`src/hw/rtl/integer_mul_div_sqrt_unit_macros.svh`:
```
// assertion macros for the integer multiply, divide and square-root unit
`ifndef INTEGER_MUL_DIV_SQRT_UNIT_MACROS_SVH
`define INTEGER_MUL_DIV_SQRT_UNIT_MACROS_SVH

`ifndef ASSERT_OFF

// property must hold at every edge out of reset
`define IMDS_ASSERT(label, clk, rst_n, prop) \
    label: assert property (@(posedge clk) disable iff (!rst_n) prop) \
        else $error("imds assertion failed");

// condition must never be seen out of reset
`define IMDS_NEVER(label, clk, rst_n, cond) \
    label: assert property (@(posedge clk) disable iff (!rst_n) !(cond)) \
        else $error("imds forbidden condition seen");

`else

`define IMDS_ASSERT(label, clk, rst_n, prop)
`define IMDS_NEVER(label, clk, rst_n, cond)

`endif

`endif

```
`src/hw/rtl/imds_pkg.sv`:
```
// shared types, codes and step functions of the integer multiply, divide and square-root unit
package imds_pkg;

    localparam int FUNC_W = 3;

    localparam logic [FUNC_W-1:0] FUNC_MUL8   = 3'd0;
    localparam logic [FUNC_W-1:0] FUNC_MUL16U = 3'd1;
    localparam logic [FUNC_W-1:0] FUNC_MUL16S = 3'd2;
    localparam logic [FUNC_W-1:0] FUNC_DIV    = 3'd3;
    localparam logic [FUNC_W-1:0] FUNC_SQRT   = 3'd4;

    localparam logic STATUS_OK     = 1'b0;
    localparam logic STATUS_DOMAIN = 1'b1;

    localparam int HALF_W = 16;

    // 32 quotient bits and 16 root bits spread evenly over the iteration stages
    localparam int ITER_STAGES  = 8;
    localparam int DIV_PER_STG  = 32 / ITER_STAGES;
    localparam int SQRT_PER_STG = HALF_W / ITER_STAGES;

    typedef struct packed {
        logic [FUNC_W-1:0] func;
        logic [31:0]       val;      // dividend or radicand, shifted out from the top
        logic [15:0]       divisor;
        logic [16:0]       rem;      // partial remainder
        logic [15:0]       root;
        logic [31:0]       prod;
    } t_stage;

    // restoring division: one quotient bit shifts into val per step
    function automatic t_stage div_steps(input t_stage s_i);
        t_stage      s_o;
        logic [16:0] t;
        logic        q;
        s_o = s_i;
        for (int k = 0; k < DIV_PER_STG; k++) begin
            t = {s_o.rem[15:0], s_o.val[31]};
            q = (t >= {1'b0, s_o.divisor});
            s_o.rem = q ? (t - {1'b0, s_o.divisor}) : t;
            s_o.val = {s_o.val[30:0], q};
        end
        return s_o;
    endfunction

    // digit-by-digit square root, two radicand bits per step
    function automatic t_stage sqrt_steps(input t_stage s_i);
        t_stage      s_o;
        logic [18:0] r2;
        logic [18:0] trial;
        logic        q;
        s_o = s_i;
        for (int k = 0; k < SQRT_PER_STG; k++) begin
            r2    = {s_o.rem, s_o.val[31:30]};
            trial = {1'b0, s_o.root, 2'b01};
            q     = (r2 >= trial);
            r2    = q ? (r2 - trial) : r2;
            s_o.rem  = r2[16:0];
            s_o.root = {s_o.root[14:0], q};
            s_o.val  = {s_o.val[29:0], 2'b00};
        end
        return s_o;
    endfunction

    function automatic t_stage stage_step(input t_stage s_i);
        t_stage s_o;
        s_o = s_i;
        if (s_i.func == FUNC_DIV) begin
            s_o = div_steps(s_i);
        end else if (s_i.func == FUNC_SQRT) begin
            s_o = sqrt_steps(s_i);
        end
        return s_o;
    endfunction

endpackage

```
`src/hw/rtl/integer_mul_div_sqrt_unit.sv`:
```
// top level of the integer multiply, divide and square-root unit
// Pipelined math unit: one beat in, one beat out, and a new beat can be taken every
// cycle unless back-pressure from the output fills the pipeline. A beat passes an input
// register (which also holds the 17x17 product), eight iteration stages (four divide
// steps or two square-root steps each) and an output register. Each stage moves on its
// own when the one after it is empty or moving, so a stalled output fills the bubbles
// before the input side sees tready drop. Division by zero returns zero with status 1;
// unused function codes return zero with status 0.
`include "integer_mul_div_sqrt_unit_macros.svh"

module integer_mul_div_sqrt_unit (
    input  logic        i_clk,
    input  logic        i_rst_n,
    input  logic        i_s_axis_tvalid,
    output logic        o_s_axis_tready,
    input  logic [47:0] i_s_axis_tdata,   // operand_a[31:0], operand_b[47:32]
    input  logic [2:0]  i_s_axis_tuser,   // func[2:0]
    output logic        o_m_axis_tvalid,
    input  logic        i_m_axis_tready,
    output logic [31:0] o_m_axis_tdata,   // result[31:0]
    output logic        o_m_axis_tuser    // status[0]
);

    localparam int NSTG = imds_pkg::ITER_STAGES;

    imds_pkg::t_stage r_stg [0:NSTG];
    logic [NSTG:0]    r_vld;
    logic [NSTG:0]    ld;
    logic             ld_out;

    logic             r_out_vld;
    logic [31:0]      r_out_res;
    logic             r_out_st;
    logic [31:0]      n_out_res;
    logic             n_out_st;

    imds_pkg::t_stage n_in;
    logic [16:0]      mul_a;
    logic [16:0]      mul_b;
    logic [33:0]      mul_p;

    // a slot loads when it is empty or its contents move on
    always_comb begin
        ld_out = !r_out_vld || i_m_axis_tready;
        ld[NSTG] = !r_vld[NSTG] || ld_out;
        for (int k = NSTG - 1; k >= 0; k--) begin
            ld[k] = !r_vld[k] || ld[k+1];
        end
    end

    assign o_s_axis_tready = ld[0];

    // operand widening: zero for unsigned kinds, sign for the signed multiply
    always_comb begin
        mul_a = 17'd0;
        mul_b = 17'd0;
        case (i_s_axis_tuser)
            imds_pkg::FUNC_MUL8: begin
                mul_a = {9'd0, i_s_axis_tdata[7:0]};
                mul_b = {9'd0, i_s_axis_tdata[39:32]};
            end
            imds_pkg::FUNC_MUL16U: begin
                mul_a = {1'b0, i_s_axis_tdata[15:0]};
                mul_b = {1'b0, i_s_axis_tdata[47:32]};
            end
            imds_pkg::FUNC_MUL16S: begin
                mul_a = {i_s_axis_tdata[15], i_s_axis_tdata[15:0]};
                mul_b = {i_s_axis_tdata[47], i_s_axis_tdata[47:32]};
            end
            default: begin
                mul_a = 17'd0;
                mul_b = 17'd0;
            end
        endcase
        mul_p = 34'($signed(mul_a) * $signed(mul_b));

        n_in.func    = i_s_axis_tuser;
        n_in.val     = i_s_axis_tdata[31:0];
        n_in.divisor = i_s_axis_tdata[47:32];
        n_in.rem     = 17'd0;
        n_in.root    = 16'd0;
        n_in.prod    = mul_p[31:0];
    end

    always_ff @(posedge i_clk) begin
        if (!i_rst_n) begin
            r_vld <= '0;
        end else begin
            if (ld[0]) begin
                r_vld[0] <= i_s_axis_tvalid;
            end
            for (int k = 1; k <= NSTG; k++) begin
                if (ld[k]) begin
                    r_vld[k] <= r_vld[k-1];
                end
            end
        end
    end

    always_ff @(posedge i_clk) begin
        if (ld[0]) begin
            r_stg[0] <= n_in;
        end
        for (int k = 1; k <= NSTG; k++) begin
            if (ld[k]) begin
                r_stg[k] <= imds_pkg::stage_step(r_stg[k-1]);
            end
        end
    end

    // result packing from the last iteration stage
    always_comb begin
        n_out_res = 32'd0;
        n_out_st  = imds_pkg::STATUS_OK;
        case (r_stg[NSTG].func) inside
            imds_pkg::FUNC_MUL8, imds_pkg::FUNC_MUL16U, imds_pkg::FUNC_MUL16S: begin
                n_out_res = r_stg[NSTG].prod;
            end
            imds_pkg::FUNC_DIV: begin
                if (r_stg[NSTG].divisor == 16'd0) begin
                    n_out_st = imds_pkg::STATUS_DOMAIN;
                end else begin
                    n_out_res = {r_stg[NSTG].rem[15:0], r_stg[NSTG].val[15:0]};
                end
            end
            imds_pkg::FUNC_SQRT: begin
                n_out_res = {16'd0, r_stg[NSTG].root};
            end
            default: begin
                n_out_res = 32'd0;
            end
        endcase
    end

    always_ff @(posedge i_clk) begin
        if (!i_rst_n) begin
            r_out_vld <= 1'b0;
        end else if (ld_out) begin
            r_out_vld <= r_vld[NSTG];
        end
    end

    always_ff @(posedge i_clk) begin
        if (ld_out) begin
            r_out_res <= n_out_res;
            r_out_st  <= n_out_st;
        end
    end

    assign o_m_axis_tvalid = r_out_vld;
    assign o_m_axis_tdata  = r_out_res;
    assign o_m_axis_tuser  = r_out_st;

    // a domain error always carries a zero result
    `IMDS_ASSERT(a_err_zero, i_clk, i_rst_n, (r_out_vld && r_out_st) |-> (r_out_res == 32'd0))
    // input side only stalls when the first slot is full
    `IMDS_NEVER(a_stall_full, i_clk, i_rst_n, !o_s_axis_tready && !r_vld[0])
    // a beat leaving the last stage lands in the output register
    `IMDS_ASSERT(a_drain, i_clk, i_rst_n, (r_vld[NSTG] && ld_out) |=> r_out_vld)
    // square root never exceeds sixteen bits
    `IMDS_NEVER(a_root_w, i_clk, i_rst_n,
        r_out_vld && (r_out_res[31:16] != 16'd0) && (r_stg[NSTG].func == imds_pkg::FUNC_SQRT) &&
        $past(ld_out) && $past(r_stg[NSTG].func == imds_pkg::FUNC_SQRT))

endmodule

```
`config.mk`:
```
export PLATFORM = sky130hd
export DESIGN_NAME = integer_mul_div_sqrt_unit
export DESIGN_NICKNAME = d
export VERILOG_FILES = /design/src/hw/rtl/imds_pkg.sv /design/src/hw/rtl/integer_mul_div_sqrt_unit.sv
export VERILOG_INCLUDE_DIRS = /design/src /design/src/hw/rtl
export SDC_FILE = /design/constraint.sdc
export NUM_CORES = 2
export LEC_CHECK = 0
export BUFFER_PORTS_ARGS = -buffer_cell sky130_fd_sc_hd__buf_2
export CAP_MARGIN = 20
export CORE_MARGIN = 2
export CORE_UTILIZATION = 59
export DETAILED_ROUTE_END_ITERATION = 8
export HOLD_SLACK_MARGIN = 0.05
export PLACE_DENSITY = 0.77
export SLEW_MARGIN = 20
export SYNTH_ARGS = -nofsm -noshare
export SYNTH_HDL_FRONTEND = slang
export SYNTH_SLANG_ARGS = --single-unit
```
`constraint.sdc`:
```
create_clock -name i_clk -period 11.3 [get_ports i_clk]
set_input_delay 0.565 -clock i_clk [delete_from_list [all_inputs] [get_ports i_clk]]
set_output_delay 0.565 -clock i_clk [all_outputs]
set_load 0.005 [all_outputs]
```
==> out/metrics.yaml <==
sta:
  maxSlewViolCount: 0
  finalCritPeriodShare_pct: 95.3
  skew_ns: 0.0712
  clock.fmax_ghz: 0.0929
  setup_tns_ns: 0
  tightest_slew_ns: 1.03
  hold_viol: 0
  setup_viol: 0
  slew_headroom_pct: 31.6
  layout_min_cycle_time_ns: 10.76
synthesis:
  yosysWarnings: 0
  synth_area_per_cell_um2: 9.65
  yosysSeqAreaShare_pct: 34.6
  yosysUniqueCellTypes: 109
  synth.most_common_cell: "edfxtp_1"
  synth_largest_area_cell: "edfxtp_1"
  synthFlopType: "edfxtp_1"
  synth_seq_cells: 957
  yosys-top-cells-area: "edfxtp_1 34%, ha_1 11%, fa_1 7.6%"
  async_flop_share_pct: 0
  synth_common_cells: "947 x edfxtp_1, 945 x nand2_1, 739 x inv_1"
  synthCells: 8571
  synth_top_cell_area_share_pct: 34.4
  syn_area_um2: 82700
  synth_edf_count: 947
cells_and_area:
  areaGrowthSynthToFinish_pct: 8.31
  final_core_util_pct: 64.3
  design_area_um2: 89500
  finalNonFillerCells: 10657
  layout-drive-gt1-share_pct: 9.22
  nets: 9798
place:
  dp.cells: 10430
  place_hpwl_um: 193000
  port_buffers: 89
  gp_congestion: 1.01
  place_area_um2: 85800
critical_path:
  critPathCaptureType: "flip-flop"
  path_common_cell: "o21ai_0"
  worst_ep_arrival_time_ns: 11.20
  worstPathRequired_ns: 11.74
  crit_path_top_delay_cell: "edfxtp_1"
  crit_path_max_incr_delay_ns: 0.50
  critPathMaxFanout: 26
  critPathLaunchType: "flip-flop"
  setup.worst_path.class: "flip-flop to flip-flop"
global_route:
  grt_max_degree: 78
  antenna_found_initial: 8
  grt_pass1_vias: 65083
  overflow: 0
  grt_usage_pct: 34.1
  grt_first_pass_wirelength_um: 377000
worst_hold_path:
  hold_class: "input port to flip-flop"
drt:
  routed_wirelength_um: 248000
  avgRoutedWirePerCell_um: 23.3
  vias: 67072
  drc_errors: 0
  postRouteAntennaNets: 0
  dr.pass1.iters: 7
  drtIter0Drc: 7055
  avgViaCountPerCell: 6.29
clock_tree:
  root_buffer: "clkbuf_16"
  cts_tree: "done"
  path_clk_slew_ns: 0.06
  insertion_delay_ns: 0.75
  cts_buffers: 99
  cts.path.max_buffers: 3
  cts.sink_count: 957
  htreeDepth: 3
floorplan:
  rows: 137
  die_w_um: 378
  fp.coreArea_um2: 139000
  ioPinCount: 90
  dieArea_um2: 143000
  start_util_pct: 59.3
  die_y_um: 378
run:
  maxCapViolCount: 0
outcome:
  status: "finished clean"
## sequential cells by signal (all words and copies together) (netlist names)
| signal | flops |
|---|---|
| o_m_axis_tvalid | 1 |
| r_vld | 9 |
| o_m_axis_tdata | 32 |
| r_stg | 914 |
| o_m_axis_tuser | 1 |
## cell families after synthesis
logic type / Yosys count / synth area share (%)
other: 1 / 0.00454
XOR/XNOR: 557 / 5.90
adder cells (fa/ha/maj): 1046 / 18.7
AND/OR/NAND/NOR: 2475 / 14.2
AO/OA/AOI/OAI: 2127 / 16.6
flip-flops: 957 / 34.6
multiplexers: 412 / 5.39
buffers and inverters: 996 / 4.59
## stage by stage
step | hold WS [ns] | setup WS, ns
after floorplan | 0.400 | 0.0145
after global placement | 0.401 | 0.543
after detailed placement | 0.405 | 0.170
after CTS | 0.104 | 0.0945
after global routing | 0.138 | -0.0698
final | 0.157 | 0.536
## timing repair
action                                 4_1_cts  5_1_grt
hold buffers                                17        0
setup endpoints to repair                    0      114
setup buffers                                0       25
gates resized for setup                      0       50
endpoints found under the hold margin       17        0
## metal layers
| layer | GRT usage (%) | vias up | wire (um) |
|---|---|---|---|
| met5 | 0 | - | 44 |
| met4 | 14.8 | 6 | 12300 |
| met3 | 4.79 | 665 | 19400 |
| met2 | 55.5 | 2931 | 115000 |
| met1 | 45.6 | 32230 | 101000 |
| li1 | - | 31240 | - |
## cell usage in the layout, fill, tap and decap left out, drive strengths merged, types with 19 or more instances in the layout
master  synthesis  layout
a211o          20      20
a211oi         58      58
a21boi         31      31
a21o          234     234
a21oi         552     552
a221o          30      30
a222oi         19      19
a22o           35      35
a22oi          44      44
a31oi          34      34
and2           67      67
and3          191     191
buf            38     262
clkbuf        217     116
clkinv          0      48
edfxtp        947     947
fa            313     313
ha            733     733
inv           741     747
mux2          265     265
mux2i         147     147
nand2         948     948
nand2b         88      88
nand3         126     126
nand4          95      95
nor2          518     518
nor2b         106     106
nor3          122     122
nor4           60      60
o211ai         33      33
o21a          123     123
o21ai         574     574
o21bai         63      63
o221ai         28      28
o31a           25      25
o31ai          51      51
or2            34      34
or3            41      41
xnor2         368     368
xor2          189     189
## final timing paths
kind / from / endpoint / slack [ns] / cells past startpoint
setup / recovery: r_stg[0][417] / r_stg[0][518] / 0.54 / 47
hold / removal: i_rst_n / r_vld[2] / 0.16 / 2
setup reg to reg: r_stg[0][417] / r_stg[0][518] / 0.54 / 47
hold reg to reg: r_stg[0][374] / r_stg[0][490] / 0.35 / 0
## cell type report
cell class              count  area [um2]
flip-flops and latches    957       28600
inverters                 741        2790
diodes                      4        10.0
well taps                1876        2350
fillers                 11246       49800
clock buffers             116        2540
multi-input cells        6619       50500
clock inverters            65         684
repair buffers            279        1990
## worst max-delay path: cells and delay by family, from the launching register on
kind	cells	cell delay (ns)
buf+inv	5	0.83
flops	1	0.50
mux	3	1.01
simple gates	8	1.37
compound gates	27	5.55
fa+ha+maj	4	1.20
Power is left out: the tool's default activity adds up to more than one toggle a clock period on the data nets, which glitch-free logic cannot reach.
